**config.mk**
```make
export PLATFORM = sky130hd
export DESIGN_NAME = qudn_cell
export DESIGN_NICKNAME = d
export VERILOG_FILES = /design/src/rtl/qudn_pkg.sv /design/src/rtl/qudn_cell.sv
export SDC_FILE = /design/constraint.sdc
export NUM_CORES = 2
export LEC_CHECK = 0
export ABC_AREA = 1
export BUFFER_PORTS_ARGS = -buffer_cell sky130_fd_sc_hd__buf_2
export CORE_MARGIN = 10
export CORE_UTILIZATION = 40
export DETAILED_ROUTE_END_ITERATION = 6
export PLACE_DENSITY_LB_ADDON = 0.2
export SYNTH_ARGS = -nofsm -noshare
export SYNTH_HDL_FRONTEND = slang
export SYNTH_SLANG_ARGS = --single-unit
```
**constraint.sdc**
```tcl
create_clock -name clk -period 77.4 [get_ports clk]
set_clock_uncertainty 0.05 [all_clocks]
set_input_delay 7.74 -clock clk [delete_from_list [all_inputs] [get_ports clk]]
set_output_delay 7.74 -clock clk [all_outputs]
set_load 0.005 [all_outputs]
```
**src/rtl/qudn_pkg.sv**
```systemverilog
// qudn_pkg: shared widths, constants and beat types for the quaternion
// dequantize/normalize pipeline. No dependencies.
`default_nettype none

package qudn_pkg;

  localparam int CODE_W     = 16;              // unorm16 input code
  localparam int UNIT_W     = 16;              // Q1.15 result
  localparam int LANES      = 4;               // x, y, z, w
  localparam int MAG_W      = 16;              // |2u - 65535|, always odd
  localparam int SQ_W       = 2 * MAG_W;       // mag squared
  localparam int S_W        = SQ_W + 2;        // sum of four squares
  localparam int N_W        = 16;              // result magnitude 0..32768
  localparam int CELL_COUNT = N_W;             // one cell per result bit
  localparam int BIT_W      = $clog2(CELL_COUNT);
  localparam int Q_W        = S_W + N_W + 2;   // signed (2n-1)*S
  localparam int D_W        = SQ_W + 32 + 6;   // signed residual T - (2n-1)^2*S
  localparam int TDATA_W    = LANES * CODE_W;

  localparam logic [UNIT_W-1:0] UNIT_MAX = {1'b0, {(UNIT_W-1){1'b1}}};

  // one lane of the running restoring search
  typedef struct packed {
    logic                  neg;
    logic [N_W-1:0]        n;
    logic signed [Q_W-1:0] q;
    logic signed [D_W-1:0] d;
  } lane_t;

  typedef struct packed {
    logic [S_W-1:0]          s;
    lane_t [LANES-1:0]       lane;
  } work_t;

  typedef struct packed {
    logic             neg;
    logic [MAG_W-1:0] mag;
  } dec_t;

endpackage

`default_nettype wire

```
**src/rtl/qudn_cell.sv**
```systemverilog
// qudn_cell: one bit of the restoring search for all four lanes, one
// registered beat. Depends on qudn_pkg.
`default_nettype none

module qudn_cell import qudn_pkg::*; (
  input  wire logic             clk,
  input  wire logic             rst,
  input  wire logic [BIT_W-1:0] bit_pos,
  input  wire logic             in_valid,
  output      logic             in_ready,
  input  wire work_t            in_data,
  output      logic             out_valid,
  input  wire logic             out_ready,
  output      work_t            out_data
);

  logic                  valid;
  work_t                 data_next;
  logic signed [Q_W-1:0] s_q;
  logic signed [Q_W-1:0] e;
  logic signed [D_W-1:0] cand;

  assign in_ready  = !valid || out_ready;
  assign out_valid = valid;

  // Try n + 2^b: P grows by (Q + S*2^b) * 2^(b+2); keep it when the
  // residual stays non-negative.
  always_comb begin
    data_next = in_data;
    s_q       = signed'(Q_W'(in_data.s));
    e         = '0;
    cand      = '0;
    for (int i = 0; i < LANES; i++) begin
      e    = in_data.lane[i].q + (s_q <<< bit_pos);
      cand = in_data.lane[i].d - (D_W'(e) <<< (bit_pos + 2));
      if (!cand[D_W-1]) begin
        data_next.lane[i].d = cand;
        data_next.lane[i].q = in_data.lane[i].q + (s_q <<< (bit_pos + 1));
        data_next.lane[i].n = in_data.lane[i].n | (N_W'(1) << bit_pos);
      end
    end
  end

  always_ff @(posedge clk) begin
    if (rst) begin
      valid <= 1'b0;
    end else if (in_ready) begin
      valid <= in_valid;
    end
  end

  always_ff @(posedge clk) begin
    if (in_valid && in_ready) out_data <= data_next;
  end

endmodule

`default_nettype wire

```
==> key figures <==
Run status
  • Status: finished clean

Worst setup path
  • Cell mode on critical path: nand2_1
  • CP Launch Type: primary input
  • Arr. time, crit path: 19.38 ns
  • WP data required: 77.94 ns
  • CP top delay family: compound AO/OA/AOI/OAI gates
  • Slowest-stage cell, CP: o21ai_1
  • Critical Path Sink Type: flip-flop
  • Worst path bufs/invs: 9
  • Worst-path fanout max: 122
  • Max incr delay on CP: 1.11 ns
  • Type of the worst setup path: primary input to flip-flop

Flow run
  • Max-cap violations: 0

Floorplanning
  • Die H: 480 um
  • Die area: 0.230 mm^2
  • I/O pin count: 1190
  • Core region area: 0.210 mm^2
  • Rows: 168
  • Initial cell density of the core: 40.3%
  • Die width: 480 um

Place
  • Dpl hpwl: 400000 um
  • Pre-CTS WS: 58.29 ns
  • Placed cell count: 17200
  • Port buffer count: 1189
  • Placer Congestion: 1.08

Drt
  • Wire length on met1: 182000 um
  • Via density per instance: 5.79
  • Met2 Wirelength: 216000 um
  • Met3 Routed Length: 40100 um
  • Routed WL per cell: 27.1 um
  • # DRC: 0
  • Max Used Layer: met5
  • Final WL: 470000 um
  • Final ANT Viol Nets: 0
  • First-pass DRT Iterations: 7
  • DR vias: 100000
  • DRT iter0 DRCs: 11100

STA
  • Final hold viol count: 0
  • Total Neg Setup Slack: 0 ns
  • Crit share post-route: 24.3%
  • RSZ-0062 raised after global routing: no
  • F_max: 0.0531 GHz
  • Final setup vio count: 0
  • Max transition margin: 4.91%
  • Worst slew pin tran: 1.42 ns
  • Post-route minimum period: 18.84 ns
  • Final WS setup: 58.57 ns
  • Max Slew Vio Count: 0

CTS
  • Clock-pin slew on the worst setup and hold paths: 0.06 ns
  • Worst skew pair latency: 0.75 ns
  • Post_cts resized: 0
  • Setup Buffers After CTS: 0
  • Clock Tree Root: clkbuf_16
  • Hold buffer count at cts: 0
  • CTS buffer count: 71
  • H-tree levels: 3
  • CTS tree: yes
  • Clk sinks: 591
  • Clock Path Buffers: 3

Synthesis
  • Warnings, synthesis: 0
  • Post-Synthesis Cells: 13500
  • Average size of a mapped cell: 6.24 um^2
  • Main flop type after synthesis: edfxtp_1
  • Top cells by count, synth: nand2_1 (3552), nand3_1 (1834), inv_1 (1448)
  • Sequential share of the synthesized area: 21.0%
  • Syn Std Cell Area: 0.0845 mm^2
  • Synth top area cells: edfxtp_1 (21%), nand2_1 (16%), nand3_1 (11%), ha_1 (9.8%), inv_1 (6.4%)
  • EDFF count, synth: 590
  • Area leader, netlist: edfxtp_1
  • Netlist cell types: 67
  • Syn Nets: 14800
  • Area share of the largest cell type after synthesis: 21.0%
  • Most common cell in the netlist: nand2_1
  • Seq cells post-synth: 591
  • FFs w/ async S/R, synth: 0%

Min path
  • Min-delay worst type: flip-flop to flip-flop

Global routing
  • Largest net degree at the start of global routing: 158
  • Initial antenna violation count: 76
  • GRT Util Overall: 38.6%
  • Global-route wire length before repair: 662000 um
  • Global route total overflow: 0
  • Number of global-route vias before repair: 95100

Cells and area
  • Layout cells sized above 1: 11.1%
  • Fill count: 23100
  • Area growth from synthesis to layout: 12.4%
  • Fin nets: 15700
  • Fin util: 45.3%
  • Non-filler instance count after layout: 17300

Power
  • Total power: 2.26 mW
  • Leak: 46.2 nW
  • PD cells: 23.8 mW/mm^2
  • Max VDD drop: 19.3 uV
## flip-flops by register name (all words and copies together) (netlist names)
signal,count
out_valid,1
out_data,590
## layer usage
metal	vias to the layer above	track usage (%)
li1	47700	-
met2	4710	64.5
met3	927	8.24
met4	38	21.9
met1	46900	45.7
met5	-	0
## stage by stage
stage	hold WS, ns	area [um^2]
after floorplan	0.457	84500
after global placement	0.477	92700
after detailed placement	0.508	92700
after CTS	0.518	94900
after global routing	0.545	94900
final	0.526	95000
## worst paths after layout
path | start | to | slack, ns | depth (start not counted)
setup / recovery | bit_pos[0] | out_data[440] | 58.57 | 46
hold reg to reg | out_valid | out_valid | 0.53 | 2
setup reg to reg | out_valid | out_data[328] | 72.71 | 5
hold / removal | out_valid | out_valid | 0.53 | 2
## tightest hold or removal path, delay by kind of cell, from the launching register on
| kind | cells | cell delay (ns) |
|---|---|---|
| flip-flops | 1 | 0.35 |
| AND/OR/NAND/NOR | 1 | 0.12 |
| AO/OA/AOI/OAI | 1 | 0.06 |
## cell families (layout without fill, tap and decap cells)
| family | after synthesis | after routing | synth area share (%) |
|---|---|---|---|
| AOI/OAI and AO/OA | 2664 | 2664 | 17.6 |
| xor gates and xnor gates | 618 | 618 | 6.41 |
| DFF | 591 | 591 | 21.0 |
| adders and majority gates | 667 | 667 | 9.95 |
| and+or+nand+nor | 6981 | 6981 | 34.9 |
| buffers and inverters | 1958 | 2905 | 9.34 |
| muxes | 64 | 64 | 0.758 |
| other | 0 | 23 | 0 |
## final cells by class
class                      instances  area (um^2)  area share (%)
multi-input combinational      11000        59000            62.1
sequential                       591        17700            18.7
timing repair buffer            1312         6940            7.31
inverter                        1466         5540            5.83
tap                             2805         3510            3.70
clock buffer                      88         1870            1.97
clock inverter                    39          309           0.325
antenna                           23         57.6          0.0606
## placed cells by master, fill, tap and decap left out, types with 365 or more instances in the layout
cell type	instances
nand2_1	3551
edfxtp_1	590
a21oi_1	1045
ha_1	658
inv_1	1447
nor2_1	1192
nand3_1	1834
xor2_1	365
o21ai_0	882
buf_2	1187
## power by group
group          total (mW)  switching (mW)  internal [mW]
combinational        1.46            1.01          0.452
clock               0.332           0.155          0.177
sequential          0.466          0.0215          0.444
No activity file was read; power rests on OpenSTA's default activity.
