[src/rtl/qudn_pkg.sv]
// qudn_pkg: shared widths, constants and beat types for the quaternion
// dequantize/normalize pipeline. No dependencies.
`default_nettype none

package qudn_pkg;

  localparam int CODE_W     = 16;              // unorm16 input code
  localparam int UNIT_W     = 16;              // Q1.15 result
  localparam int LANES      = 4;               // x, y, z, w
  localparam int MAG_W      = 16;              // |2u - 65535|, always odd
  localparam int SQ_W       = 2 * MAG_W;       // mag squared
  localparam int S_W        = SQ_W + 2;        // sum of four squares
  localparam int N_W        = 16;              // result magnitude 0..32768
  localparam int CELL_COUNT = N_W;             // one cell per result bit
  localparam int BIT_W      = $clog2(CELL_COUNT);
  localparam int Q_W        = S_W + N_W + 2;   // signed (2n-1)*S
  localparam int D_W        = SQ_W + 32 + 6;   // signed residual T - (2n-1)^2*S
  localparam int TDATA_W    = LANES * CODE_W;

  localparam logic [UNIT_W-1:0] UNIT_MAX = {1'b0, {(UNIT_W-1){1'b1}}};

  // one lane of the running restoring search
  typedef struct packed {
    logic                  neg;
    logic [N_W-1:0]        n;
    logic signed [Q_W-1:0] q;
    logic signed [D_W-1:0] d;
  } lane_t;

  typedef struct packed {
    logic [S_W-1:0]          s;
    lane_t [LANES-1:0]       lane;
  } work_t;

  typedef struct packed {
    logic             neg;
    logic [MAG_W-1:0] mag;
  } dec_t;

endpackage

`default_nettype wire

[src/rtl/qudn_front.sv]
// qudn_front: decode four unorm16 codes, square them, sum and seed the
// search lanes. Three registered stages. Depends on qudn_pkg.
`default_nettype none

module qudn_front import qudn_pkg::*; (
  input  wire logic                clk,
  input  wire logic                rst,
  input  wire logic                in_valid,
  output      logic                in_ready,
  input  wire logic [TDATA_W-1:0]  in_codes,
  output      logic                out_valid,
  input  wire logic                out_ready,
  output      work_t               out_data
);

  logic                          v1, v2, v3;
  logic                          rdy1, rdy2, rdy3;
  dec_t        [LANES-1:0]       dec;
  dec_t        [LANES-1:0]       dec_next;
  logic        [LANES-1:0]       neg2;
  logic        [LANES-1:0][SQ_W-1:0] sq;
  logic        [S_W-1:0]         sum_next;
  work_t                         work_next;

  assign rdy3     = !v3 || out_ready;
  assign rdy2     = !v2 || rdy3;
  assign rdy1     = !v1 || rdy2;
  assign in_ready = rdy1;
  assign out_valid = v3;

  // v = 2u - 65535: magnitude is the low 15 bits (inverted when negative)
  // with a 1 appended
  always_comb begin
    for (int i = 0; i < LANES; i++) begin
      dec_next[i].neg = ~in_codes[i*CODE_W + CODE_W - 1];
      dec_next[i].mag = in_codes[i*CODE_W + CODE_W - 1]
                      ? {in_codes[i*CODE_W +: CODE_W-1], 1'b1}
                      : {~in_codes[i*CODE_W +: CODE_W-1], 1'b1};
    end
  end

  always_comb begin
    sum_next = '0;
    for (int i = 0; i < LANES; i++) begin
      sum_next = sum_next + S_W'(sq[i]);
    end
    work_next.s = sum_next;
    for (int i = 0; i < LANES; i++) begin
      work_next.lane[i].neg = neg2[i];
      work_next.lane[i].n   = '0;
      // n = 0 stands for 2n-1 = -1: Q = -S, D = mag^2 * 2^32 - S
      work_next.lane[i].q   = -signed'(Q_W'(sum_next));
      work_next.lane[i].d   = signed'(D_W'({sq[i], 32'd0})) - signed'(D_W'(sum_next));
    end
  end

  always_ff @(posedge clk) begin
    if (rst) begin
      v1 <= 1'b0;
      v2 <= 1'b0;
      v3 <= 1'b0;
    end else begin
      if (rdy1) v1 <= in_valid;
      if (rdy2) v2 <= v1;
      if (rdy3) v3 <= v2;
    end
  end

  always_ff @(posedge clk) begin
    if (in_valid && rdy1) dec <= dec_next;
    if (v1 && rdy2) begin
      for (int i = 0; i < LANES; i++) begin
        sq[i]   <= dec[i].mag * dec[i].mag;
        neg2[i] <= dec[i].neg;
      end
    end
    if (v2 && rdy3) out_data <= work_next;
  end

endmodule

`default_nettype wire

[config.mk]
export PLATFORM = sky130hd
export DESIGN_NAME = qudn_front
export DESIGN_NICKNAME = d
export VERILOG_FILES = /design/src/rtl/qudn_pkg.sv /design/src/rtl/qudn_front.sv
export SDC_FILE = /design/constraint.sdc
export NUM_CORES = 2
export LEC_CHECK = 0
export ABC_AREA = 1
export BUFFER_PORTS_ARGS = -buffer_cell sky130_fd_sc_hd__buf_4
export CAP_MARGIN = 0
export CORE_UTILIZATION = 55
export CTS_BUF_LIST = sky130_fd_sc_hd__clkbuf_8
export CTS_CLUSTER_DIAMETER = 60
export DETAILED_ROUTE_END_ITERATION = 12
export MAX_ROUTING_LAYER = met4
export PLACE_DENSITY = 0.8
export SYNTH_ARGS = -nofsm -noshare
export SYNTH_HDL_FRONTEND = slang
export SYNTH_SLANG_ARGS = --single-unit
[constraint.sdc]
create_clock -name clk -period 36.7 [get_ports clk]
set_input_delay 1.835 -clock clk [delete_from_list [all_inputs] [get_ports clk]]
set_output_delay 1.835 -clock clk [all_outputs]
set_load 0.02 [all_outputs]
==> summary.txt <==
Outcome
  • Outcome: completed

Floorplanning
  • DIE AREA: 0.102 mm2
  • Core Area: 0.100 mm2
  • Die Height: 320 um
  • Core Rows: 116
  • Die width: 320 um
  • # IOs: 660
  • Starting Density: 55.6%

Yosys
  • Post-synth top cells: 1737 x inv_1, 1253 x nand2_1, 711 x fa_1
  • Post-synth ARST share: 0%
  • Mapped Cells: 6624
  • Synthesized area per cell: 8.40 um2
  • Post-synth EDFFs: 398
  • Cell taking the most area after synthesis: fa_1
  • Primary FF master, synth: edfxtp_1
  • Seq/Total Area, Yosys: 21.6%
  • Distinct cells, synth: 54
  • Post-synthesis register bit count: 401
  • Area share of the largest cell type after synthesis: 25.6%
  • Count leader, synth: inv_1
  • Yosys warns: 0
  • Area contributors post-synth: fa_1 26%, edfxtp_1 21%, inv_1 12%
  • Synthesized area: 0.0557 mm2

Clocking
  • Post_cts resized: 0
  • CTS max path bufs: 3
  • Clock transition at path regs: 60 ps
  • CTS tree: yes
  • H-tree depth: 3
  • Total CTS buffers: 79
  • Root buf cell: clkbuf_8
  • CTS sink count: 401
  • CTS hold repair buffers: 0
  • Clock latency on the worst-skew pair: 760 ps
  • Setup Fix Bufs, Post-CTS: 0

Worst setup path
  • CP Max Fanout: 17
  • Setup crit start kind: register
  • Worst path arrival time: 7020 ps
  • Setup crit end kind: register
  • Reg2reg path depth: 19
  • Reg2reg start: dec[23]
  • Worst reg2reg path endpoint: sq[53]
  • Critical path class: reg2reg
  • R2r setup slk: 30190 ps
  • Critical Path RT: 37210 ps

Timing
  • Final setup viols: 0
  • Slew Limit Fails: 0
  • Fmax achieved: 154 MHz
  • Tmin final: 6510 ps
  • Final hold violations: 0
  • Worst slew pin tran: 1080 ps
  • RSZ-0062 raised after global routing: false
  • Slew Limit Headroom: 28.1%
  • Clock Skew: 50.3 ps
  • TNS Setup: 0 ps
  • Final worst slack: 30190 ps
  • Period utilization: 17.7%

Hold path
  • Hold Crit Depth: 0
  • Hold path start: dec[67]
  • Path type of the worst min-delay path: reg2reg
  • Hold Path Sink: neg2[3]

Placement
  • HPWL after DPL: 140000 um
  • Routability cong.: 1.04
  • Post-place setup slack: 30290 ps
  • Buffers on Ports: 577

Routing
  • Number of remaining DRC errors: 0
  • WL per Instance: 20.4 um
  • First-pass DRT Iterations: 6
  • DR vias: 43.7k
  • DRT antenna net count: 0
  • Vias per cell: 5.30
  • Starting DRT DRC Count: 3984
  • Total routed wirelength: 168000 um

Global route
  • Gr ovfl total: 0
  • Vias in the first global route: 43.5k
  • Largest net degree at the start of global routing: 76
  • First-pass GRT wire length: 253000 um
  • GRT Util Overall: 34.0%
  • Initial antenna violation count: 11

Job
  • Max Cap Viol: 0

Finish
  • NumNets Final: 8106
  • Area Overhead vs Synth: 8.40%
  • Ratio of cells with drive above 1 in the final layout: 12.4%
  • Final Util: 60.3%
-- flip-flops by register name, summed over array words and instances, names as in the netlist --
signal	cells
out_valid	1
dec	64
v1	1
sq	120
v2	1
out_data	210
neg2	4
-- layout make-up --
type                       count  area [um2]
antenna                        7        17.5
clock buffer                  80        1100
clock inverter                64         507
fill                        8806       39800
inverter                    1753        6580
multi-input combinational   4069       34100
sequential                   401       12000
tap                         1298        1620
timing repair buffer         585        4390
-- cell usage in the layout, fill, tap and decap left out, types with 8 or more instances in the layout --
cell type   synthesis  layout
a21o_1             19      19
clkinv_1            1      10
ha_1              438     438
inv_2              15      16
nand2_1          1253    1253
nand4_1            93      93
a21oi_1           162     161
nor4_1             20      20
o21ai_0            83      83
edfxtp_1          398     398
xnor2_1           119     119
fa_1              711     711
nand3_1           253     253
clkinv_2            0      13
nor2_1            428     428
nand3_4             9       9
inv_1            1737    1751
nor2_2             21      21
clkbuf_8            0      80
nor2_4             14      14
a31oi_1            12      12
clkinvlp_4          0      10
nand3_2            15      15
o211ai_1           10      10
o21bai_1            9       9
nor3_1             60      60
nand2_2            37      37
or2_2               8       8
conb_1              1      82
nand2_4            12      12
xor2_1            135     135
buf_4             381     585
-- logic make-up after synthesis --
logic type	Yosys count	synth area share, %
AOI/OAI and AO/OA	331	3.34
adders and majority gates	1149	35.4
DFF	401	21.6
other	1	0.00674
buffers and inverters	2235	17.7
xor gates and xnor gates	259	4.14
and+or+nand+nor	2248	17.8
-- layer usage --
| layer | wire length, um | GRT usage [%] | up-vias | share of wire (%) |
|---|---|---|---|---|
| met5 | 0 | - | - | 0 |
| met4 | 9190 | 16.9 | 0 | 5.5 |
| met3 | 14400 | 5.13 | 374 | 8.6 |
| met2 | 79600 | 54.6 | 2020 | 47 |
| met1 | 64900 | 42.0 | 21300 | 39 |
| li1 | - | - | 20000 | - |
-- how the worst max path moves through the flow --
stage | slack [ps] | cells after the start | startpoint | to
after CTS | 30270 | 22 | dec[25] | sq[56]
after global routing | 29690 | 24 | dec[25] | sq[56]
final | 30190 | 19 | dec[23] | sq[53]
after detailed placement | 30290 | 22 | dec[25] | sq[56]
after floorplan | 23950 | 2 | out_ready | out_data[10]
after global placement | 30380 | 24 | dec[25] | sq[56]
-- critical path, stage by stage (launching register included) --
cell      delay, ps
edfxtp_1        890
nand2_1         170
fa_1            530
inv_1            70
fa_1            490
ha_1            210
fa_1            490
inv_1            60
fa_1            530
inv_1            60
fa_1            440
ha_1            380
nand2_1          70
inv_1            50
a21oi_1         140
o21ai_0         620
a31oi_1         250
o21ai_0         470
a21oi_1         170
xnor2_1         150
-- through the flow --
stage	hold WS (ps)	cell area (um2)	std cells
6_report	417	60300	8257
3_3_place_gp	402	58700	8106
4_1_cts	413	60300	8250
3_5_place_dp	405	58700	8106
2_1_floorplan	400	56000	6705
5_1_grt	420	60300	8256
Power is not shown: default switching activity piles up to over one toggle a cycle in this logic, so the estimate is an artifact.
