$ cat config.mk
export PLATFORM = sky130hd
export DESIGN_NAME = qudn_out
export DESIGN_NICKNAME = d
export VERILOG_FILES = /design/src/rtl/qudn_pkg.sv /design/src/rtl/qudn_out.sv
export SDC_FILE = /design/constraint.sdc
export NUM_CORES = 1
export LEC_CHECK = 0
export BUFFER_PORTS_ARGS = -buffer_cell sky130_fd_sc_hd__buf_2
export CORE_AREA = 3 3 257 259
export DETAILED_ROUTE_END_ITERATION = 6
export DIE_AREA = 0 0 260 262
export GPL_TIMING_DRIVEN = 0
export PLACE_DENSITY_LB_ADDON = 0.12
export SLEW_MARGIN = 20
export SYNTH_ARGS = -nofsm -noshare
export SYNTH_HDL_FRONTEND = slang
export SYNTH_SLANG_ARGS = --single-unit
$ cat constraint.sdc
create_clock -name clk -period 2.2 [get_ports clk]
set_input_delay 0.11 -clock clk [delete_from_list [all_inputs] [get_ports clk]]
set_output_delay 0.11 -clock clk [all_outputs]
set_load 0.01 [all_outputs]
$ cat src/rtl/qudn_pkg.sv
// qudn_pkg: shared widths, constants and beat types for the quaternion
// dequantize/normalize pipeline. No dependencies.
`default_nettype none

package qudn_pkg;

  localparam int CODE_W     = 16;              // unorm16 input code
  localparam int UNIT_W     = 16;              // Q1.15 result
  localparam int LANES      = 4;               // x, y, z, w
  localparam int MAG_W      = 16;              // |2u - 65535|, always odd
  localparam int SQ_W       = 2 * MAG_W;       // mag squared
  localparam int S_W        = SQ_W + 2;        // sum of four squares
  localparam int N_W        = 16;              // result magnitude 0..32768
  localparam int CELL_COUNT = N_W;             // one cell per result bit
  localparam int BIT_W      = $clog2(CELL_COUNT);
  localparam int Q_W        = S_W + N_W + 2;   // signed (2n-1)*S
  localparam int D_W        = SQ_W + 32 + 6;   // signed residual T - (2n-1)^2*S
  localparam int TDATA_W    = LANES * CODE_W;

  localparam logic [UNIT_W-1:0] UNIT_MAX = {1'b0, {(UNIT_W-1){1'b1}}};

  // one lane of the running restoring search
  typedef struct packed {
    logic                  neg;
    logic [N_W-1:0]        n;
    logic signed [Q_W-1:0] q;
    logic signed [D_W-1:0] d;
  } lane_t;

  typedef struct packed {
    logic [S_W-1:0]          s;
    lane_t [LANES-1:0]       lane;
  } work_t;

  typedef struct packed {
    logic             neg;
    logic [MAG_W-1:0] mag;
  } dec_t;

endpackage

`default_nettype wire

$ cat src/rtl/qudn_out.sv
// qudn_out: applies signs, saturates +1.0 and holds the output beat.
// Depends on qudn_pkg.
`default_nettype none

module qudn_out import qudn_pkg::*; (
  input  wire logic               clk,
  input  wire logic               rst,
  input  wire logic               in_valid,
  output      logic               in_ready,
  input  wire work_t              in_data,
  output      logic               out_valid,
  input  wire logic               out_ready,
  output      logic [TDATA_W-1:0] out_units
);

  logic               valid;
  logic [TDATA_W-1:0] units_next;

  assign in_ready  = !valid || out_ready;
  assign out_valid = valid;

  always_comb begin
    for (int i = 0; i < LANES; i++) begin
      if (in_data.lane[i].neg) begin
        units_next[i*UNIT_W +: UNIT_W] = UNIT_W'(~in_data.lane[i].n + N_W'(1));
      end else if (in_data.lane[i].n > N_W'(UNIT_MAX)) begin
        units_next[i*UNIT_W +: UNIT_W] = UNIT_MAX;
      end else begin
        units_next[i*UNIT_W +: UNIT_W] = UNIT_W'(in_data.lane[i].n);
      end
    end
  end

  always_ff @(posedge clk) begin
    if (rst) begin
      valid <= 1'b0;
    end else if (in_ready) begin
      valid <= in_valid;
    end
  end

  always_ff @(posedge clk) begin
    if (in_valid && in_ready) out_units <= units_next;
  end

endmodule

`default_nettype wire

==> results of run 1 <==
[power by group through the flow]
stage,combinational (mW),sequential [mW],clock [mW]
after floorplan,0.219,1.56,0
after global placement,0.628,1.52,0
after detailed placement,0.625,1.51,0
after CTS,0.632,1.49,1.63
after global routing,0.676,1.50,1.66
final,0.602,1.49,1.51
[Yosys cell counts, types with 3 or more instances]
cell type / count
sky130_fd_sc_hd__o22ai_1: 3
sky130_fd_sc_hd__ha_1: 4
sky130_fd_sc_hd__nand2_1: 35
sky130_fd_sc_hd__mux2i_1: 6
sky130_fd_sc_hd__nand2b_1: 5
sky130_fd_sc_hd__a21oi_1: 40
sky130_fd_sc_hd__and2_1: 4
sky130_fd_sc_hd__or2_2: 5
sky130_fd_sc_hd__a31oi_1: 26
sky130_fd_sc_hd__o21a_1: 4
sky130_fd_sc_hd__nand3b_1: 4
sky130_fd_sc_hd__nor4_4: 6
sky130_fd_sc_hd__nor2_1: 25
sky130_fd_sc_hd__inv_1: 16
sky130_fd_sc_hd__o21ai_0: 14
sky130_fd_sc_hd__nand4_1: 9
sky130_fd_sc_hd__a211o_1: 3
sky130_fd_sc_hd__nor4_1: 3
sky130_fd_sc_hd__nor3_1: 14
sky130_fd_sc_hd__o22a_1: 7
sky130_fd_sc_hd__clkbuf_1: 10
sky130_fd_sc_hd__edfxtp_1: 64
sky130_fd_sc_hd__nand3_1: 15
sky130_fd_sc_hd__nand4b_1: 4
sky130_fd_sc_hd__xnor2_1: 4
sky130_fd_sc_hd__nor4_2: 4
sky130_fd_sc_hd__buf_1: 5
[path summary, 6_finish.rpt]
check                    start             to  slack (ns)  cells after the start
setup reg to reg     out_valid  out_units[59]        0.58                      3
setup / recovery     out_valid  out_units[59]        0.58                      3
hold reg to reg      out_valid  out_units[29]        1.01                      2
hold / removal    in_data[400]  out_units[32]        0.08                      2
[layout make-up]
cell class | instances | area, sq um
Antenna cell | 1 | 2.502
Sequential cell | 65 | 1942
Inverter | 16 | 60.06
Clock inverter | 6 | 58.81
Fill cell | 7425 | 58180
Clock buffer | 9 | 225.2
Timing Repair Buffer | 139 | 720.7
Multi-Input combinational cell | 279 | 1784
Tap cell | 855 | 1070
Buffer | 16 | 67.56
[routing by layer]
metal,vias to the layer above,track usage,wire length (um)
li1,1770,-,-
met1,1727,0.05931,7397
met2,118,0.09188,9288
met3,14,0.02506,1597
met4,0,0.02523,362
met5,-,0,0
[kinds of logic (layout without fill, tap and decap cells)]
kind of cell / after synthesis / in the layout
AOI/OAI and AO/OA: 118 / 118
xor gates and xnor gates: 5 / 5
muxes: 6 / 6
DFF: 65 / 65
adders and majority gates: 4 / 4
and+or+nand+nor: 146 / 146
buffers and inverters: 32 / 186
other: 0 / 1
[worst max-delay path, delay by kind of cell (launching register included)]
family	cells	cell delay, ns
AND/OR/NAND/NOR	2	0.67
flip-flops	1	0.31
buffers and inverters	1	0.29
[state kept, by name, summed over array words and instances, names as in the netlist]
name	flops
out_valid	1
out_units	64
[metrics by stage]
step | cells | total power [mW] | setup slack [ns] | setup TNS, ns
floorplan | 376 | 1.777 | 0.4411 | 0
global placement | 1367 | 2.148 | -0.2214 | -13.21
detailed placement | 1368 | 2.140 | 0.2268 | 0
CTS | 1385 | 3.754 | 0.4937 | 0
global route | 1385 | 3.835 | 0.4161 | 0
finish | 1386 | 3.603 | 0.5806 | 0
[what timing repair did]
action	CTS	global route
resized for setup	0	0
buffers inserted	0	0
hold buffers	2	0
endpoints found under the hold margin	1	0
==> impl_metrics.csv, run 1 <==
group,metric,value,unit
setup_path,critPathCaptureType,"flop",
yosys,synth_top_flop_cell,"sky130_fd_sc_hd__edfxtp_1",
timing,fin_worst_hold_slack,0.08343,ns
global_routing,grt_pass1_vias,3631,
setup_path,worst_setup_path_start_kind,"flop",
yosys,avgSynthCellArea,10.24,sq um
route,route.vias.total,3629,
timing,clock-skew-final,0.008310,ns
yosys,mux_cell_area_share_after_synthesis,0.01559,
pwr,clock_power_share,0.420,
finish,finish.utilization,0.09250,
yosys,register_bit_count_reported_by_yosys,65,
clock_tree,clock_tree.htree_level_count,3,
route,detail_route.vias_per_cell,2.618,
yosys,syn_area,0.003851,sq mm
setup_path,arrival_time_at_the_worst_endpoint,1.68,ns
global_routing,overflow,0,
clock_tree,tritoncts,"yes",
finish,most-common-layout-cells,"sky130_fd_sc_hd__buf_2 (136), sky130_fd_sc_hd__edfxtp_1 (64), sky130_fd_sc_hd__a21oi_1 (40)",
route,route.detailed.drc,0,
timing,slew_headroom,0.5632,
timing,fmaxAchievable,0.6175,GHz
global_routing,grt_pass1_wl,26.30,mm
pwr,p_leak,1.873,nW
yosys,synthDominantAreaCellType,"sky130_fd_sc_hd__edfxtp_1",
setup_path,slowest_stage,"sky130_fd_sc_hd__and2_4",
yosys,synth-xor-area-share,0.01137,
clock_tree,insertion_delay,0.37,ns
placement,port_buffers,136,
finish,final_net_count,1124,
run_status,outcome,"completed",
worst_hold_path,min_path_type,"in -> reg",
pwr,irDropWorstVdd,0.2893,mV
pwr,netSwitchingFraction,0.2943,
yosys,yosysSeqAreaShare,0.5042,
setup_path,critical_path.max_stage_delay,0.57,ns
die,core_area,0.06412,sq mm
yosys,ys_warn_count,0,
pwr,power_frac_comb,0.167,
pwr,power.net_switching,1.060,mW
timing,finalHoldViolations,0,
yosys,synthCells,376,
yosys,synth_net_count,974,
route,ant_nets,0,
global_routing,grt.total_usage,0.05490,
timing,post-route-period-util,0.7361,
finish,area_overhead_of_the_layout_relative_to_synthesis,54.00,%
route,drt-initial-drc-count,165,
clock_tree,clock_transition_at_the_registers_of_the_reported_paths,0.06,ns
timing,setup_viol,0,
die,die-width,260,um
clock_tree,cts_root_buf,"sky130_fd_sc_hd__clkbuf_16",
timing,period_needed,1.619,ns
job,reported_max_cap_violation_count,0,
yosys,yosys.area.top_type_share,0.4990,
yosys,yosys.area_share.adder,0.01300,
setup_path,crit_fanout,38,
route,first_pass_drt_iterations,4,
clock_tree,max-clock-path-buffers,2,
die,io_pins,660,
setup_path,crit_chain,"nand2b_1, and2_4, buf_12",
setup_path,criticalPathCategory,"reg -> reg",
die,die_height,262,um
yosys,post_synth_and_or_nand_nor_area_fraction,0.2294,
yosys,dominant_cells_by_area_after_synthesis,"sky130_fd_sc_hd__edfxtp_1 (50%), sky130_fd_sc_hd__a21oi_1 (5.2%), sky130_fd_sc_hd__a31oi_1 (4.2%)",
placement,place_congestion,0.6738,
finish,fin_area,0.005931,sq mm
yosys,dominant_combinational_cell_family_by_area_after_synthesis,"simple AND/OR/NAND/NOR gates",
yosys,post_synth_num_cell_types,54,
timing,final_slew_violations,0,
yosys,synthArstFlopShare,0,
pwr,internal_power,2.542,mW
placement,placement.cell_area,0.005624,sq mm
setup_path,critPathRequiredTime,2.26,ns
clock_tree,clock_buffers_created_by_tritoncts,9,
route,detail_route.wl_per_cell,13.45,um
timing,grt_setup_unrepaired,"false",
global_routing,grt_max_degree,39,
die,standard_cell_row_count,93,
timing,tightest_slew,0.6524,ns
route,routed_wl,18.65,mm
yosys,synth-edff-count,64,
global_routing,grt_antenna_before_repair,1,
die,start_util,0.06007,
yosys,synth_compound_gate_area_share,0.1933,
placement,place_hpwl,14.64,mm
pwr,power_frac_seq,0.413,
finish,layout.cells.most_common,"sky130_fd_sc_hd__buf_2",
finish,final_layout_size_suffix_gt1_frac,0.3264,
die,die_area,0.06812,sq mm
pwr,cellPowerDensity,607.5,mW/mm^2
clock_tree,cts.sink_count,65,
(Power assumes the default switching activity.)
==> run 2, diff against run 1 <==
==> constraint.sdc (replaced) <==
create_clock -name clk -period 1.6 [get_ports clk]
set_input_delay 0.08 -clock clk [delete_from_list [all_inputs] [get_ports clk]]
set_output_delay 0.08 -clock clk [all_outputs]
set_load 0.01 [all_outputs]
==> impl_metrics.csv, run 2 (synthesis gave the netlist of run 1 again) <==
group,metric,value,unit
timing,setup_viol,0,
finish,area_overhead_of_the_layout_relative_to_synthesis,56.17,%
pwr,cellPowerDensity,881.6,mW/mm^2
timing,post-route-worst-setup-slack,0.08386,ns
timing,post-route-period-util,0.9476,
setup_path,crit_chain,"nand2b_1, and2_4",
setup_path,r2r_end,"out_units[61]",
timing,period_needed,1.516,ns
finish,final_net_count,1126,
placement,place_congestion,0.6781,
clock_tree,max-clock-path-buffers,2,
finish,largest_register_ffs,64,
setup_path,rrSetupSlack,0.08,ns
clock_tree,cts.sink_count,65,
die,die_area,0.06812,sq mm
die,die-width,260,um
setup_path,critPathCaptureType,"flop",
route,detail_route.wl_per_cell,13.90,um
finish,finish.utilization,0.09381,
finish,layout.cells.most_common,"sky130_fd_sc_hd__buf_2",
pwr,power,5.302,mW
setup_path,arrival_time_at_the_worst_endpoint,1.52,ns
finish,regArea,0.001942,sq mm
timing,slew_headroom,0.5852,
timing,tightest_slew,0.6175,ns
finish,largest_register,"out_units",
run_status,outcome,"completed",
setup_path,worst-path-buf-inv,0,
setup_path,critPathCapture,"out_units[61]",
setup_path,crit_fanout,32,
timing,final_slew_violations,0,
setup_path,worst_r2r_path_depth,2,
setup_path,cp_num_cells,2,
finish,area_of_combinational_cells_with_multiple_inputs,0.001805,sq mm
placement,dp.cells,1367,
die,core_area,0.06412,sq mm
pwr,p_leak,1.912,nW
setup_path,critical_path.max_stage_delay,0.55,ns
pwr,irDropWorstVdd,0.4713,mV
route,drt-initial-drc-count,180,
timing,fin_worst_hold_slack,0.04812,ns
global_routing,grt_max_degree,33,
finish,fin_area,0.006015,sq mm
global_routing,grt_pass1_wl,27.41,mm
global_routing,grt_pass1_vias,3785,
clock_tree,insertion_delay,0.37,ns
finish,most-common-layout-cells,"sky130_fd_sc_hd__buf_2 (136), sky130_fd_sc_hd__edfxtp_1 (64), sky130_fd_sc_hd__a21oi_1 (40)",
die,io_pins,660,
setup_path,slowest_stage,"sky130_fd_sc_hd__and2_4",
clock_tree,clock_transition_at_the_registers_of_the_reported_paths,0.06,ns
timing,finalHoldViolations,0,
clock_tree,tritoncts,"yes",
route,route.detailed.drc,0,
setup_path,worst_setup_path_start_kind,"flop",
worst_hold_path,min_path_type,"in -> reg",
timing,tns,0,ns
setup_path,timing_startpoint_of_the_critical_path,"out_valid",
clock_tree,clock_tree.htree_level_count,3,
clock_tree,clock_buffers_created_by_tritoncts,9,
placement,port_buffers,136,
placement,placement.cell_area,0.005604,sq mm
timing,grt_setup_unrepaired,"false",
route,routed_wl,19.35,mm
global_routing,overflow,0,
route,first_pass_drt_iterations,4,
timing,clock-skew-final,0.01096,ns
finish,final_layout_size_suffix_gt1_frac,0.3358,
global_routing,grt_antenna_before_repair,5,
job,reported_max_cap_violation_count,0,
finish,fin_cells,1392,
clock_tree,cts_root_buf,"sky130_fd_sc_hd__clkbuf_16",
route,detail_route.vias_per_cell,2.633,
global_routing,grt.total_usage,0.05786,
route,ant_nets,0,
worst_hold_path,min_path_cells,2,
setup_path,crit_family,"simple AND/OR/NAND/NOR gates",
die,standard_cell_row_count,93,
placement,place_hpwl,14.88,mm
die,die_height,262,um
timing,fmaxAchievable,0.6596,GHz
placement,post_place_setup_slack,-0.3500,ns
route,route.vias.total,3665,
setup_path,critPathRequiredTime,1.60,ns
setup_path,regToRegStartpoint,"out_valid",
setup_path,criticalPathCategory,"reg -> reg",
die,start_util,0.06007,
finish,fillerInstances,7432,
run 2: worst min-delay path by stage:
stage | slack, ns | end | start
2_1_floorplan | 0.15 | out_valid | rst
3_3_place_gp | 0.24 | out_valid | rst
3_5_place_dp | 0.25 | out_valid | rst
4_1_cts | 0.01 | out_units[32] | in_data[400]
5_1_grt | 0.03 | out_units[32] | in_data[400]
6_report | 0.05 | out_units[32] | in_data[400]
run 2: cell type report:
| type | count | share of cell area |
|---|---|---|
| Sequential cell | 65 | 0.3229 |
| Clock buffer | 9 | 0.03745 |
| Multi-Input combinational cell | 280 | 0.3002 |
| Buffer | 16 | 0.01123 |
| Tap cell | 855 | 0.1779 |
| Clock inverter | 7 | 0.01976 |
| Inverter | 16 | 0.009985 |
| Antenna cell | 4 | 0.001664 |
| Timing Repair Buffer | 140 | 0.1190 |
run 2: power by group:
part	switching (mW)	internal, mW
sequential	0.0317	2.02
clock	0.896	1.52
combinational	0.548	0.287
total	1.48	3.83
run 2: layer usage:
layer,wire [um],global-route usage,part of all wire
met4,432,0.02336,0.022
met3,1928,0.03479,0.10
met5,10,0,0.00052
met2,9188,0.09136,0.47
met1,7789,0.06298,0.40
run 2: what timing repair did:
item	4_1_cts	5_1_grt
pin swaps	1	1
resized for setup	1	2
setup endpoints to repair	64	3
setup buffers	0	2
endpoints found under the hold margin	1	0
cloned	1	0
hold buffers	2	0
==> run 3, diff against run 2 <==
--- a/config.mk
+++ b/config.mk
@@ -11,7 +11,8 @@
 export DIE_AREA = 0 0 260 262
 export GPL_TIMING_DRIVEN = 0
 export PLACE_DENSITY_LB_ADDON = 0.12
-export SLEW_MARGIN = 20
+export REMOVE_ABC_BUFFERS = 1
+export SLEW_MARGIN = 15
 export SYNTH_ARGS = -nofsm -noshare
 export SYNTH_HDL_FRONTEND = slang
 export SYNTH_SLANG_ARGS = --single-unit
==> impl_metrics.csv, run 3 (synthesis gave the netlist of run 1 again) <==
group,metric,value,unit
timing,tns,0,ns
finish,final_net_count,1115,
setup_path,rrSetupSlack,0.19,ns
finish,largest_register_ffs,64,
finish,largest_register,"out_units",
die,io_pins,660,
clock_tree,insertion_delay,0.37,ns
pwr,cellPowerDensity,858.6,mW/mm^2
placement,place_hpwl,14.67,mm
setup_path,criticalPathCategory,"in -> reg",
clock_tree,cts_root_buf,"sky130_fd_sc_hd__clkbuf_16",
route,drt-initial-drc-count,215,
die,die_height,262,um
route,routed_wl,19.01,mm
placement,place_congestion,0.6369,
timing,slew_headroom,0.5380,
run_status,outcome,"completed",
global_routing,grt_antenna_before_repair,5,
route,route.vias.total,3630,
setup_path,crit_fanout,8,
setup_path,worst_setup_path_start_kind,"input port",
clock_tree,tritoncts,"yes",
setup_path,regToRegStartpoint,"out_valid",
global_routing,grt_pass1_wl,26.29,mm
die,start_util,0.06007,
route,detail_route.vias_per_cell,2.630,
timing,final_slew_violations,0,
finish,final_layout_size_suffix_gt1_frac,0.3448,
pwr,irDropWorstVdd,0.4293,mV
setup_path,arrival_time_at_the_worst_endpoint,1.56,ns
timing,grt_setup_unrepaired,"false",
setup_path,r2r_end,"out_units[45]",
route,ant_nets,0,
clock_tree,clock_transition_at_the_registers_of_the_reported_paths,0.06,ns
timing,period_needed,1.481,ns
clock_tree,post_cts.resized_instances,0,
die,core_area,0.06412,sq mm
route,detail_route.wl_per_cell,13.78,um
worst_hold_path,min_path_cells,2,
global_routing,grt_pass1_vias,3613,
route,first_pass_drt_iterations,4,
pwr,power,5.116,mW
clock_tree,max-clock-path-buffers,2,
die,die_area,0.06812,sq mm
timing,post-route-period-util,0.9259,
timing,setup_viol,0,
timing,tightest_slew,0.6900,ns
global_routing,grt_max_degree,32,
worst_hold_path,min_path_type,"in -> reg",
job,reported_max_cap_violation_count,0,
setup_path,critPathRequiredTime,1.68,ns
pwr,p_leak,1.904,nW
clock_tree,clock_buffers_created_by_tritoncts,9,
setup_path,critPathCaptureType,"flop",
route,route.detailed.drc,0,
die,standard_cell_row_count,93,
global_routing,overflow,0,
finish,finish.utilization,0.09293,
setup_path,worst_r2r_path_depth,2,
clock_tree,clock_tree.htree_level_count,3,
global_routing,grt.total_usage,0.05568,
timing,finalHoldViolations,0,
finish,layout.cells.most_common,"sky130_fd_sc_hd__buf_2",
timing,fmaxAchievable,0.6750,GHz
clock_tree,cts.sink_count,65,
die,die-width,260,um
finish,area_overhead_of_the_layout_relative_to_synthesis,54.71,%
timing,clock-skew-final,0.009168,ns
finish,most-common-layout-cells,"sky130_fd_sc_hd__buf_2 (137), sky130_fd_sc_hd__edfxtp_1 (64), sky130_fd_sc_hd__a21oi_1 (40)",
placement,port_buffers,137,
worst_hold_path,hp-start,"in_data[414]",
worst_hold_path,worstHoldEndpoint,"out_units[46]",
## run 3: layout make-up
class | count | area (sq um)
Antenna cell | 3 | 7.507
Clock buffer | 10 | 229.0
Clock inverter | 6 | 82.58
Fill cell | 7429 | 58160
Inverter | 16 | 60.06
Multi-Input combinational cell | 280 | 1792
Sequential cell | 65 | 1942
Tap cell | 855 | 1070
Timing Repair Buffer | 145 | 775.7
## run 3: timing repair
| action | CTS | global route |
|---|---|---|
| endpoints found under the hold margin | 1 | 0 |
| pin swaps | 1 | 2 |
| setup endpoints to repair | 31 | 17 |
| setup buffers | 0 | 5 |
| cloned | 1 | 0 |
| hold buffers | 2 | 0 |
## run 3: worst max-delay path by stage
stage	slack, ns	startpoint	to	cells after the start
after floorplan	-0.86	out_valid	out_units[0]	2
after global routing	0.01	in_data[400]	out_units[46]	7
after detailed placement	-0.36	in_data[126]	out_units[10]	5
final	0.12	in_data[261]	out_units[26]	7
after global placement	-2.19	out_valid	out_units[62]	2
after CTS	0.02	out_valid	out_units[52]	3
## run 3: stage by stage
| stage | hold WS (ns) | setup WS, ns | instance area, sq um | std cells |
|---|---|---|---|---|
| 3_5_place_dp | 0.2437 | -0.3592 | 5562 | 1353 |
| 6_report | 0.05485 | 0.1185 | 5958 | 1380 |
| 2_1_floorplan | 0.1491 | -0.8560 | 3784 | 360 |
| 3_3_place_gp | 0.2455 | -2.186 | 5539 | 1352 |
| 4_1_cts | 0.01414 | 0.02345 | 5901 | 1372 |
| 5_1_grt | 0.03731 | 0.01330 | 5953 | 1378 |
## run 3: worst max-delay path, cell delays in order
cell	delay [ns]
sky130_fd_sc_hd__buf_2	0.13
sky130_fd_sc_hd__inv_1	0.07
sky130_fd_sc_hd__ha_1	0.19
sky130_fd_sc_hd__nor3b_2	0.59
sky130_fd_sc_hd__nand3_1	0.21
sky130_fd_sc_hd__xnor2_1	0.18
sky130_fd_sc_hd__a21oi_1	0.10
## run 3: routing by layer
metal	part of all wire	up-vias	track usage
met5	0.00068	-	0
met4	0.023	2	0.02414
met3	0.090	19	0.02737
met2	0.49	112	0.09173
met1	0.40	1741	0.06068
li1	-	1756	-
## run 3: report_power, final
part           total [mW]  internal, mW  switching (mW)
sequential           2.05          2.02          0.0303
combinational       0.828         0.292           0.536
clock                2.24          1.36           0.884
